`config.mk`:
```
export PLATFORM = sky130hd
export DESIGN_NAME = clock_sweep_victim_select_unit
export DESIGN_NICKNAME = d
export VERILOG_FILES = /design/src/hdl/csvs_pkg.sv /design/src/hdl/csvs_ram.sv /design/src/hdl/clock_sweep_victim_select_unit.sv
export SDC_FILE = /design/constraint.sdc
export NUM_CORES = 1
export LEC_CHECK = 0
export BUFFER_PORTS_ARGS = -buffer_cell sky130_fd_sc_hd__clkbuf_2
export CORE_MARGIN = 2
export CORE_UTILIZATION = 62
export CTS_BUF_LIST = sky130_fd_sc_hd__clkbuf_8 sky130_fd_sc_hd__clkbuf_16
export DETAILED_ROUTE_END_ITERATION = 8
export HOLD_SLACK_MARGIN = 0.06
export PLACE_DENSITY_LB_ADDON = 0.05
export RECOVER_POWER = 25
export REMOVE_ABC_BUFFERS = 1
export SLEW_MARGIN = 10
export SYNTH_ARGS = -nofsm -noshare
export SYNTH_HDL_FRONTEND = slang
export SYNTH_SLANG_ARGS = --single-unit
```
`constraint.sdc`:
```
create_clock -name clk -period 7.1 [get_ports clk]
set_clock_uncertainty 0.1 [all_clocks]
set_input_delay 1.42 -clock clk [delete_from_list [all_inputs] [get_ports clk]]
set_output_delay 1.42 -clock clk [all_outputs]
set_load 0.05 [all_outputs]
```
`src/hdl/csvs_pkg.sv`:
```
`default_nettype none
package csvs_pkg;

    // request kinds
    localparam logic [1:0] FUNC_VICTIM = 2'd0;
    localparam logic [1:0] FUNC_PIN    = 2'd1;
    localparam logic [1:0] FUNC_UNPIN  = 2'd2;

    // register indexes (paddr[2])
    localparam logic REG_BUFFERS_IN_USE = 1'b0;
    localparam logic REG_MAX_USAGE      = 1'b1;

    localparam logic [6:0] BUFFERS_RESET   = 7'd64;
    localparam logic [2:0] MAX_USAGE_RESET = 3'd5;

    // field widths
    localparam int PIN_W   = 8;
    localparam int USE_W   = 3;
    localparam int ENTRY_W = PIN_W + USE_W;
    localparam int POS_W   = 7;   // hand and pool size, pool is at most 127
    localparam int STEP_W  = 8;   // up to two passes of 127
    localparam int BIT_W   = 3;

    localparam logic [PIN_W-1:0] PIN_MAX  = 8'd255;
    localparam logic [BIT_W-1:0] LAST_BIT = 3'(POS_W - 1);

    typedef enum logic [2:0] {
        S_CLEAR,
        S_IDLE,
        S_MOD,
        S_RD,
        S_EVAL,
        S_DONE
    } state_t;

endpackage
`default_nettype wire

```
`src/hdl/csvs_ram.sv`:
```
`default_nettype none
module csvs_ram #(
    parameter int WIDTH = 11,
    parameter int DEPTH = 64
) (
    input  wire                      clk,
    input  wire                      we,
    input  wire  [$clog2(DEPTH)-1:0] waddr,
    input  wire  [WIDTH-1:0]         wdata,
    input  wire  [$clog2(DEPTH)-1:0] raddr,
    output logic [WIDTH-1:0]         rdata
);

    logic [WIDTH-1:0] mem [DEPTH];

    always_ff @(posedge clk)
    begin
        if (we)
        begin
            mem[waddr] <= wdata;
        end
        rdata <= mem[raddr];
    end

endmodule
`default_nettype wire

```
`src/hdl/clock_sweep_victim_select_unit.sv`:
```
`default_nettype none
// Clock-sweep victim selection with per-buffer pin and usage counts.
// Input channel (in_valid/in_ready) carries one request word: func selects
// victim search, pin or unpin, buffer_index names the buffer for pin/unpin.
// Output channel (out_valid/out_ready) returns exactly one word per request:
// found, victim_index, from_free_list (all zero for pin, unpin, unknown func).
// Pin and usage counts live in one synchronous RAM, read then written back.
// Steps to out_valid, with the output register free:
//   pin / unpin                : read, modify-write, hand over
//   never-used buffer, bad func: handed over directly
//   sweep                      : up to 2n buffers visited, n the clamped
//                                pool size; the hand is first reduced modulo n,
//                                one hand bit a cycle, and each visit is a RAM
//                                read, then a usage write-back if unpinned and not chosen.
// One request is in flight at a time; in_ready rises again once the word
// has gone to the output register, so a new request can be taken while the
// last word still waits there. A stalled receiver holds the finished word
// in a staging register and blocks further requests.
// After rst_n the RAM is cleared, one entry a cycle, all NUM_BUFFERS entries,
// with in_ready low. Configuration writes are taken at any time but must
// only be made while the block is idle.
module clock_sweep_victim_select_unit #(
    parameter int NUM_BUFFERS = 64
) (
    input  wire         clk,
    input  wire         rst_n,
    // request channel
    input  wire         in_valid,
    output logic        in_ready,
    input  wire  [1:0]  func,
    input  wire  [5:0]  buffer_index,
    // result channel
    output logic        out_valid,
    input  wire         out_ready,
    output logic        found,
    output logic [5:0]  victim_index,
    output logic        from_free_list,
    // configuration
    input  wire         psel,
    input  wire         penable,
    input  wire         pwrite,
    input  wire  [2:0]  paddr,
    input  wire  [31:0] pwdata,
    output logic [31:0] prdata,
    output logic        pready
);

    import csvs_pkg::*;

    localparam int AW = $clog2(NUM_BUFFERS);
    localparam logic [AW-1:0] CLR_LAST = AW'(NUM_BUFFERS - 1);
    localparam logic [POS_W-1:0] POOL_CAP =
        POS_W'((NUM_BUFFERS > 127) ? 127 : NUM_BUFFERS);

    // configuration
    logic [6:0] buffers_in_use_reg;
    logic [2:0] max_usage_reg;
    logic       cfg_we;

    // control and datapath registers
    state_t state_reg, state_next;
    logic [1:0]        op_reg, op_next;
    logic [POS_W-1:0]  pos_reg, pos_next;      // sweep position or pin target
    logic [POS_W-1:0]  hand_reg, hand_next;    // clock hand
    logic [6:0]        next_fresh_reg, next_fresh_next;
    logic [STEP_W-1:0] step_reg, step_next;
    logic [POS_W-1:0]  rem_reg, rem_next;      // hand modulo n, partial remainder
    logic [POS_W-1:0]  div_reg, div_next;      // hand bits still to shift in
    logic [BIT_W-1:0]  bit_reg, bit_next;
    logic [AW-1:0]     clr_reg, clr_next;

    // staged result and output register
    logic       res_found_reg, res_found_next;
    logic [5:0] res_victim_reg, res_victim_next;
    logic       res_fresh_reg, res_fresh_next;
    logic       out_valid_reg, out_valid_next;
    logic       found_reg, found_next;
    logic [5:0] victim_reg, victim_next;
    logic       fresh_reg, fresh_next;

    // RAM
    logic               ram_we;
    logic [AW-1:0]      ram_waddr;
    logic [ENTRY_W-1:0] ram_wdata;
    logic [AW-1:0]      ram_raddr;
    logic [ENTRY_W-1:0] ram_rdata;

    // helpers
    logic [POS_W-1:0]  pool_n;
    logic [31:0]       pos_ext;
    logic [AW-1:0]     pos_addr;
    logic [POS_W-1:0]  pos_inc;
    logic [POS_W-1:0]  pos_wrap;
    logic [STEP_W-1:0] step_inc;
    logic [STEP_W-1:0] step_limit;
    logic [POS_W:0]    trial;
    logic [POS_W-1:0]  rem_new;
    logic [PIN_W-1:0]  rd_pin;
    logic [USE_W-1:0]  rd_use;
    logic              hit;
    logic              idx_ok;
    logic              fresh_avail;
    logic              out_free;

    // ---------------- configuration port ----------------
    assign pready = 1'b1;
    assign cfg_we = psel && penable && pwrite && pready;

    always_ff @(posedge clk or negedge rst_n)
    begin
        if (!rst_n)
        begin
            buffers_in_use_reg <= BUFFERS_RESET;
            max_usage_reg      <= MAX_USAGE_RESET;
        end
        else if (cfg_we)
        begin
            case (paddr[2])
                REG_BUFFERS_IN_USE: buffers_in_use_reg <= pwdata[6:0];
                REG_MAX_USAGE:      max_usage_reg      <= pwdata[2:0];
                default:            ;
            endcase
        end
    end

    always_comb
    begin
        case (paddr[2])
            REG_BUFFERS_IN_USE: prdata = {25'd0, buffers_in_use_reg};
            REG_MAX_USAGE:      prdata = {29'd0, max_usage_reg};
            default:            prdata = 32'd0;
        endcase
    end

    // ---------------- shared helpers ----------------
    // pool size clamped to 1..NUM_BUFFERS
    always_comb
    begin
        if (buffers_in_use_reg == 7'd0)
        begin
            pool_n = POS_W'(1);
        end
        else if (32'(buffers_in_use_reg) > NUM_BUFFERS)
        begin
            pool_n = POOL_CAP;
        end
        else
        begin
            pool_n = buffers_in_use_reg;
        end
    end

    assign pos_ext     = 32'(pos_reg);
    assign pos_addr    = pos_ext[AW-1:0];
    assign pos_inc     = pos_reg + POS_W'(1);
    assign pos_wrap    = (pos_inc == pool_n) ? '0 : pos_inc;
    assign step_inc    = step_reg + STEP_W'(1);
    assign step_limit  = {pool_n, 1'b0};
    assign rd_pin      = ram_rdata[ENTRY_W-1:USE_W];
    assign rd_use      = ram_rdata[USE_W-1:0];
    assign hit         = (rd_pin == '0) && (rd_use == '0);
    assign idx_ok      = 32'(buffer_index) < NUM_BUFFERS;
    assign fresh_avail = next_fresh_reg < pool_n;
    assign out_free    = !out_valid_reg || out_ready;

    // restoring remainder step: one hand bit a cycle
    assign trial   = {rem_reg, div_reg[POS_W-1]};
    assign rem_new = (trial >= {1'b0, pool_n}) ? POS_W'(trial - {1'b0, pool_n})
                                               : trial[POS_W-1:0];

    // ---------------- next state ----------------
    always_comb
    begin
        state_next = state_reg;
        case (state_reg)
            S_CLEAR:
            begin
                if (clr_reg == CLR_LAST)
                begin
                    state_next = S_IDLE;
                end
            end
            S_IDLE:
            begin
                if (in_valid)
                begin
                    if (func == FUNC_VICTIM)
                    begin
                        state_next = fresh_avail ? S_DONE : S_MOD;
                    end
                    else if ((func == FUNC_PIN || func == FUNC_UNPIN) && idx_ok)
                    begin
                        state_next = S_RD;
                    end
                    else
                    begin
                        state_next = S_DONE;
                    end
                end
            end
            S_MOD:
            begin
                if (bit_reg == LAST_BIT)
                begin
                    state_next = S_RD;
                end
            end
            S_RD:
            begin
                state_next = S_EVAL;
            end
            S_EVAL:
            begin
                if (op_reg != FUNC_VICTIM || hit || step_inc == step_limit)
                begin
                    state_next = S_DONE;
                end
                else
                begin
                    state_next = S_RD;
                end
            end
            S_DONE:
            begin
                if (out_free)
                begin
                    state_next = S_IDLE;
                end
            end
            default:
            begin
                state_next = S_IDLE;
            end
        endcase
    end

    // ---------------- datapath and outputs ----------------
    always_comb
    begin
        op_next         = op_reg;
        pos_next        = pos_reg;
        hand_next       = hand_reg;
        next_fresh_next = next_fresh_reg;
        step_next       = step_reg;
        rem_next        = rem_reg;
        div_next        = div_reg;
        bit_next        = bit_reg;
        clr_next        = clr_reg;
        res_found_next  = res_found_reg;
        res_victim_next = res_victim_reg;
        res_fresh_next  = res_fresh_reg;
        out_valid_next  = out_valid_reg && !out_ready;
        found_next      = found_reg;
        victim_next     = victim_reg;
        fresh_next      = fresh_reg;
        ram_we          = 1'b0;
        ram_waddr       = pos_addr;
        ram_wdata       = '0;
        ram_raddr       = pos_addr;

        case (state_reg)
            S_CLEAR:
            begin
                ram_we    = 1'b1;
                ram_waddr = clr_reg;
                clr_next  = clr_reg + AW'(1);
            end
            S_IDLE:
            begin
                if (in_valid)
                begin
                    op_next         = func;
                    pos_next        = {1'b0, buffer_index};
                    res_found_next  = 1'b0;
                    res_victim_next = '0;
                    res_fresh_next  = 1'b0;
                    rem_next        = '0;
                    div_next        = hand_reg;
                    bit_next        = '0;
                    if (func == FUNC_VICTIM && fresh_avail)
                    begin
                        res_found_next  = 1'b1;
                        res_victim_next = next_fresh_reg[5:0];
                        res_fresh_next  = 1'b1;
                        next_fresh_next = next_fresh_reg + 7'd1;
                    end
                end
            end
            S_MOD:
            begin
                rem_next = rem_new;
                div_next = {div_reg[POS_W-2:0], 1'b0};
                bit_next = bit_reg + BIT_W'(1);
                if (bit_reg == LAST_BIT)
                begin
                    pos_next  = rem_new;
                    step_next = '0;
                end
            end
            S_RD:
            begin
                // read issued at pos_addr, data valid in S_EVAL
            end
            S_EVAL:
            begin
                case (op_reg)
                    FUNC_PIN:
                    begin
                        ram_we    = 1'b1;
                        ram_wdata = {(rd_pin != PIN_MAX) ? rd_pin + PIN_W'(1) : rd_pin,
                                     (rd_use < max_usage_reg) ? rd_use + USE_W'(1) : rd_use};
                    end
                    FUNC_UNPIN:
                    begin
                        ram_we    = 1'b1;
                        ram_wdata = {(rd_pin != '0) ? rd_pin - PIN_W'(1) : rd_pin, rd_use};
                    end
                    FUNC_VICTIM:
                    begin
                        if (hit)
                        begin
                            res_found_next  = 1'b1;
                            res_victim_next = pos_reg[5:0];
                            hand_next       = pos_wrap;
                        end
                        else
                        begin
                            if (rd_pin == '0)
                            begin
                                ram_we    = 1'b1;
                                ram_wdata = {rd_pin, rd_use - USE_W'(1)};
                            end
                            step_next = step_inc;
                            pos_next  = pos_wrap;
                        end
                    end
                    default:
                    begin
                    end
                endcase
            end
            S_DONE:
            begin
                if (out_free)
                begin
                    out_valid_next = 1'b1;
                    found_next     = res_found_reg;
                    victim_next    = res_victim_reg;
                    fresh_next     = res_fresh_reg;
                end
            end
            default:
            begin
            end
        endcase
    end

    // ---------------- registers ----------------
    always_ff @(posedge clk or negedge rst_n)
    begin
        if (!rst_n)
        begin
            state_reg      <= S_CLEAR;
            hand_reg       <= '0;
            next_fresh_reg <= '0;
            clr_reg        <= '0;
            out_valid_reg  <= 1'b0;
        end
        else
        begin
            state_reg      <= state_next;
            hand_reg       <= hand_next;
            next_fresh_reg <= next_fresh_next;
            clr_reg        <= clr_next;
            out_valid_reg  <= out_valid_next;
        end
    end

    always_ff @(posedge clk)
    begin
        op_reg         <= op_next;
        pos_reg        <= pos_next;
        step_reg       <= step_next;
        rem_reg        <= rem_next;
        div_reg        <= div_next;
        bit_reg        <= bit_next;
        res_found_reg  <= res_found_next;
        res_victim_reg <= res_victim_next;
        res_fresh_reg  <= res_fresh_next;
        found_reg      <= found_next;
        victim_reg     <= victim_next;
        fresh_reg      <= fresh_next;
    end

    csvs_ram #(
        .WIDTH (ENTRY_W),
        .DEPTH (NUM_BUFFERS)
    ) u_ram (
        .clk   (clk),
        .we    (ram_we),
        .waddr (ram_waddr),
        .wdata (ram_wdata),
        .raddr (ram_raddr),
        .rdata (ram_rdata)
    );

    assign in_ready       = (state_reg == S_IDLE);
    assign out_valid      = out_valid_reg;
    assign found          = found_reg;
    assign victim_index   = victim_reg;
    assign from_free_list = fresh_reg;

    // ---------------- assertions ----------------
    // sweep position lies inside the pool at each sweep read
    a_pos_in_pool: assert property (@(posedge clk) disable iff (!rst_n)
        (state_reg == S_RD && op_reg == FUNC_VICTIM) |-> (pos_reg < pool_n))
        else $error("sweep position outside pool");

    // the never-used pointer only moves forward
    a_fresh_monotone: assert property (@(posedge clk) disable iff (!rst_n)
        (state_reg != S_CLEAR) |=> (next_fresh_reg >= $past(next_fresh_reg)))
        else $error("next_fresh went backwards");

    // RAM writes come only from the clearing pass or a write-back
    a_ram_write_src: assert property (@(posedge clk) disable iff (!rst_n)
        ram_we |-> (state_reg == S_CLEAR || state_reg == S_EVAL))
        else $error("unexpected RAM write");

    // a finished word waits while the output register is still full
    a_done_holds: assert property (@(posedge clk) disable iff (!rst_n)
        (state_reg == S_DONE && out_valid_reg && !out_ready) |=> (state_reg == S_DONE))
        else $error("result staged over an untaken word");

endmodule
`default_nettype wire

```
==> summary.txt <==
Detailed routing
  • Vias per Instance: 6.57
  • Routed metal-1 wirelength: 32,200 µm
  • Final ANT Viol Nets: 0
  • Iteration-0 DRC Markers: 1,779
  • Highest metal used: met4
  • Residual DRC: 0
  • DR WL met2: 35,500 µm
  • WL met3: 5820 µm
  • Wire per inst: 26.9 µm
  • DRT Wirelength: 75,900 µm
  • DRT Pass-1 Iters: 5
  • Via count: 18.5k

Floorplan
  • Die Y: 236 µm
  • Die area: 55,700 µm²
  • Placeable Area: 53,500 µm²
  • Initial Util: 62.4%
  • Cell Rows: 85
  • Width of the chip: 236 µm
  • Io pins: 93

Power and ir drop
  • Power Total: 12.9 mW
  • Leakage: 13.0 nW
  • Pwr Density: 352 nW/µm²
  • Max VDD drop: 0.000249 V

CTS
  • Clock Path Buffers: 3
  • TritonCTS clock tree: done
  • Root Driver: clkbuf_16
  • Cts hold-fix bufs: 0
  • TritonCTS buffer count: 80
  • Postcts setup bufs: 0
  • Clk slew on worst S/H paths: 0.06 ns
  • H-tree Lvls: 3
  • Clock Sinks: 799
  • Clock Latency Late Sink: 0.63 ns
  • PostCTS Resize Cnt: 0

Cells and area
  • Nets@finish: 2,144
  • ANT cells: 0
  • Max reg flops: 704
  • Area added between synthesis and finish: 9.54%
  • Layout Cells excl Fill: 2,820
  • Final Cell Area: 36,600 µm²
  • Share of layout cells above drive strength 1: 13.9%

Synthesis
  • Compound-Gate Fraction of Synth Area: 7.14%
  • Post-Syn Area: 33,400 µm²
  • Synth Area per Inst: 16.5 µm²
  • XOR/XNOR Fraction of Synth Area: 0.948%
  • Gate Count Post-Synth: 2,022
  • Main synth FF type: edfxtp_1
  • Seq cells post-synth: 799
  • Simple-gate share of the synthesized area: 5.16%
  • Synth async-reset ratio: 4.26%
  • Synth Area in Adders: 1.26%
  • Post-synthesis mux area share: 12.1%
  • Library cells used by synthesis: 71
  • Post-synth EDFFs: 754
  • Largest family of logic cells by synthesized area: multiplexers
  • Yosys warnings: 0
  • Seq/Total Area, Yosys: 71.0%

STA
  • Minimum clock period: 5.47 ns
  • RSZ-0062 raised after global routing: false
  • Final Hold Viols: 0
  • Slew HR: -90.6%
  • Setup Total Neg Slack: 0 ns
  • Slew Viols, Final: 234
  • Crit share post-route: 77.0%
  • Final hold slack: 0.321 ns
  • Count of final setup violators: 0
  • Maximum clock rate: 183 MHz
  • Worst slew pin tran: 2.84 ns

Critical path
  • R2R Setup Slk: 1.63 ns
  • Reg-to-reg critical path startpoint: u_ram.rdata[3]
  • Reg-to-Reg End: u_ram.mem[31][6]
  • CP endpoint kind: register
  • Crit-path max FO: 44
  • CP Class: register to register
  • Critical path launch point type: register
  • Worst r2r path cells: 9
  • Required @ worst endpoint: 7.34 ns
  • Worst EP arrival: 5.70 ns

GRT
  • Global-route wire length before repair: 113,000 µm
  • Vias in the first global route: 18.0k
  • Grt ovf: 0
  • Initial antenna violation count: 0
  • Largest net degree at the start of global routing: 98
  • Total GRT Usage: 27.4%

Hold path
  • Worst hold path endpoint: victim_index[1]
  • Hold wc startpoint: res_victim_reg[1]
  • HP Class: register to register
  • Hold depth: 0

Placed design
  • Gp weighted congestion: 0.840
  • Inst Count DP: 2,675
  • Area after DPL: 34,300 µm²
  • Hpwl dp: 46,400 µm
  • PortBufs: 39

Flow run
  • Max cap viols: 10

Run status
  • Violated checks: capacitance limit, slew limit
  • Outcome: finished, violations left
==> per-stage QoR <==
stage          utilization, %  setup slack [ns]
6_report                 68.4              1.63
4_1_cts                  68.7              2.50
2_1_floorplan               -             -6.04
5_1_grt                  68.4              1.26
3_3_place_gp             64.1              2.58
3_5_place_dp             64.1              2.52
==> Yosys cell counts (5+ instances only) <==
library cell / n / share of area [%]
a311oi_1: 10 / 0.26
mux2i_1: 184 / 5.5
o221ai_1: 98 / 2.6
o31ai_1: 18 / 0.40
a2bb2oi_1: 5 / 0.13
xor2_1: 10 / 0.26
nand4_1: 10 / 0.19
buf_1: 9 / 0.10
buf_4: 26 / 0.58
dfrtp_1: 31 / 2.3
and2_1: 7 / 0.13
o21ai_0: 31 / 0.46
ha_1: 32 / 1.2
mux2_2: 19 / 0.64
nand3_1: 21 / 0.31
nand2b_1: 13 / 0.24
buf_2: 26 / 0.39
nand3_2: 6 / 0.18
a21oi_1: 34 / 0.51
and3_1: 6 / 0.11
nand2_1: 113 / 1.3
inv_1: 33 / 0.37
o22ai_1: 36 / 0.67
clkbuf_1: 77 / 0.87
o211a_1: 10 / 0.30
mux4_2: 88 / 5.9
edfxtp_1: 754 / 68
nor3_1: 23 / 0.34
xnor2_1: 21 / 0.55
a211oi_1: 29 / 0.65
o21a_1: 5 / 0.11
dfxtp_1: 11 / 0.66
a31oi_1: 12 / 0.22
nor2_1: 143 / 1.6
==> area by class of cell <==
cell class,count,area (µm²)
Fill cell,3488,16900
Multi-Input combinational cell,1073,8990
Inverter,35,133
Clock buffer,84,2070
Tap cell,696,871
Sequential cell,799,23700
Timing Repair Buffer,72,433
Clock inverter,61,372
==> power breakdown <==
part	internal (mW)	switching [mW]	total (mW)
sequential	5.47	0.226	5.69
clock	2.18	1.73	3.91
combinational	1.11	2.17	3.27
total	8.75	4.13	12.9
==> metal layers <==
metal / vias to the layer above / track usage (%)
met5: - / 0
met4: 0 / 9.67
met3: 130 / 4.80
met2: 806 / 42.2
met1: 9457 / 40.3
li1: 8133 / -
==> placed cells by master, fill, tap and decap left out, types with 14 or more instances in the layout <==
master	instances
ha_1	32
inv_1	55
buf_4	30
nand3_1	21
mux4_2	88
mux2_2	19
o21ai_0	31
o31ai_1	18
nand2_1	112
clkbuf_1	14
o22ai_1	36
nor3_1	23
mux2i_1	184
edfxtp_1	754
xnor2_1	21
clkbuf_2	27
clkbuf_16	81
dfrtp_1	31
conb_1	26
a21oi_1	34
a211oi_1	29
nor2_1	141
o221ai_1	98
clkinv_1	18
==> cells by family after synthesis <==
group                    after synthesis
AO/OA/AOI/OAI                        317
XOR/XNOR                              33
adder cells (fa/ha/maj)               33
buffers and inverters                174
flip-flops                           799
multiplexers                         291
other                                  2
AND/OR/NAND/NOR                      373
==> critical path: stages, from the launching register on <==
cell        delay (ns)
dfxtp_1           0.47
inv_1             0.09
ha_1              0.23
or3b_2            0.23
or2_0             0.30
clkinvlp_2        0.36
nor2_1            0.34
nand2_1           0.09
a311oi_1          2.21
buf_4             0.73
==> worst max path at each step <==
| stage | from | to | cells after the start |
|---|---|---|---|
| final | u_ram.rdata[3] | u_ram.mem[31][6] | 9 |
| after global routing | u_ram.rdata[3] | u_ram.mem[5][6] | 9 |
| after CTS | u_ram.rdata[3] | u_ram.mem[15][7] | 9 |
| after detailed placement | u_ram.rdata[3] | u_ram.mem[15][7] | 9 |
| after global placement | u_ram.rdata[3] | u_ram.mem[14][7] | 9 |
| after floorplan | pos_reg[0] | u_ram.mem[1][0] | 4 |
Note: power is estimated with default switching activity, not from simulation.
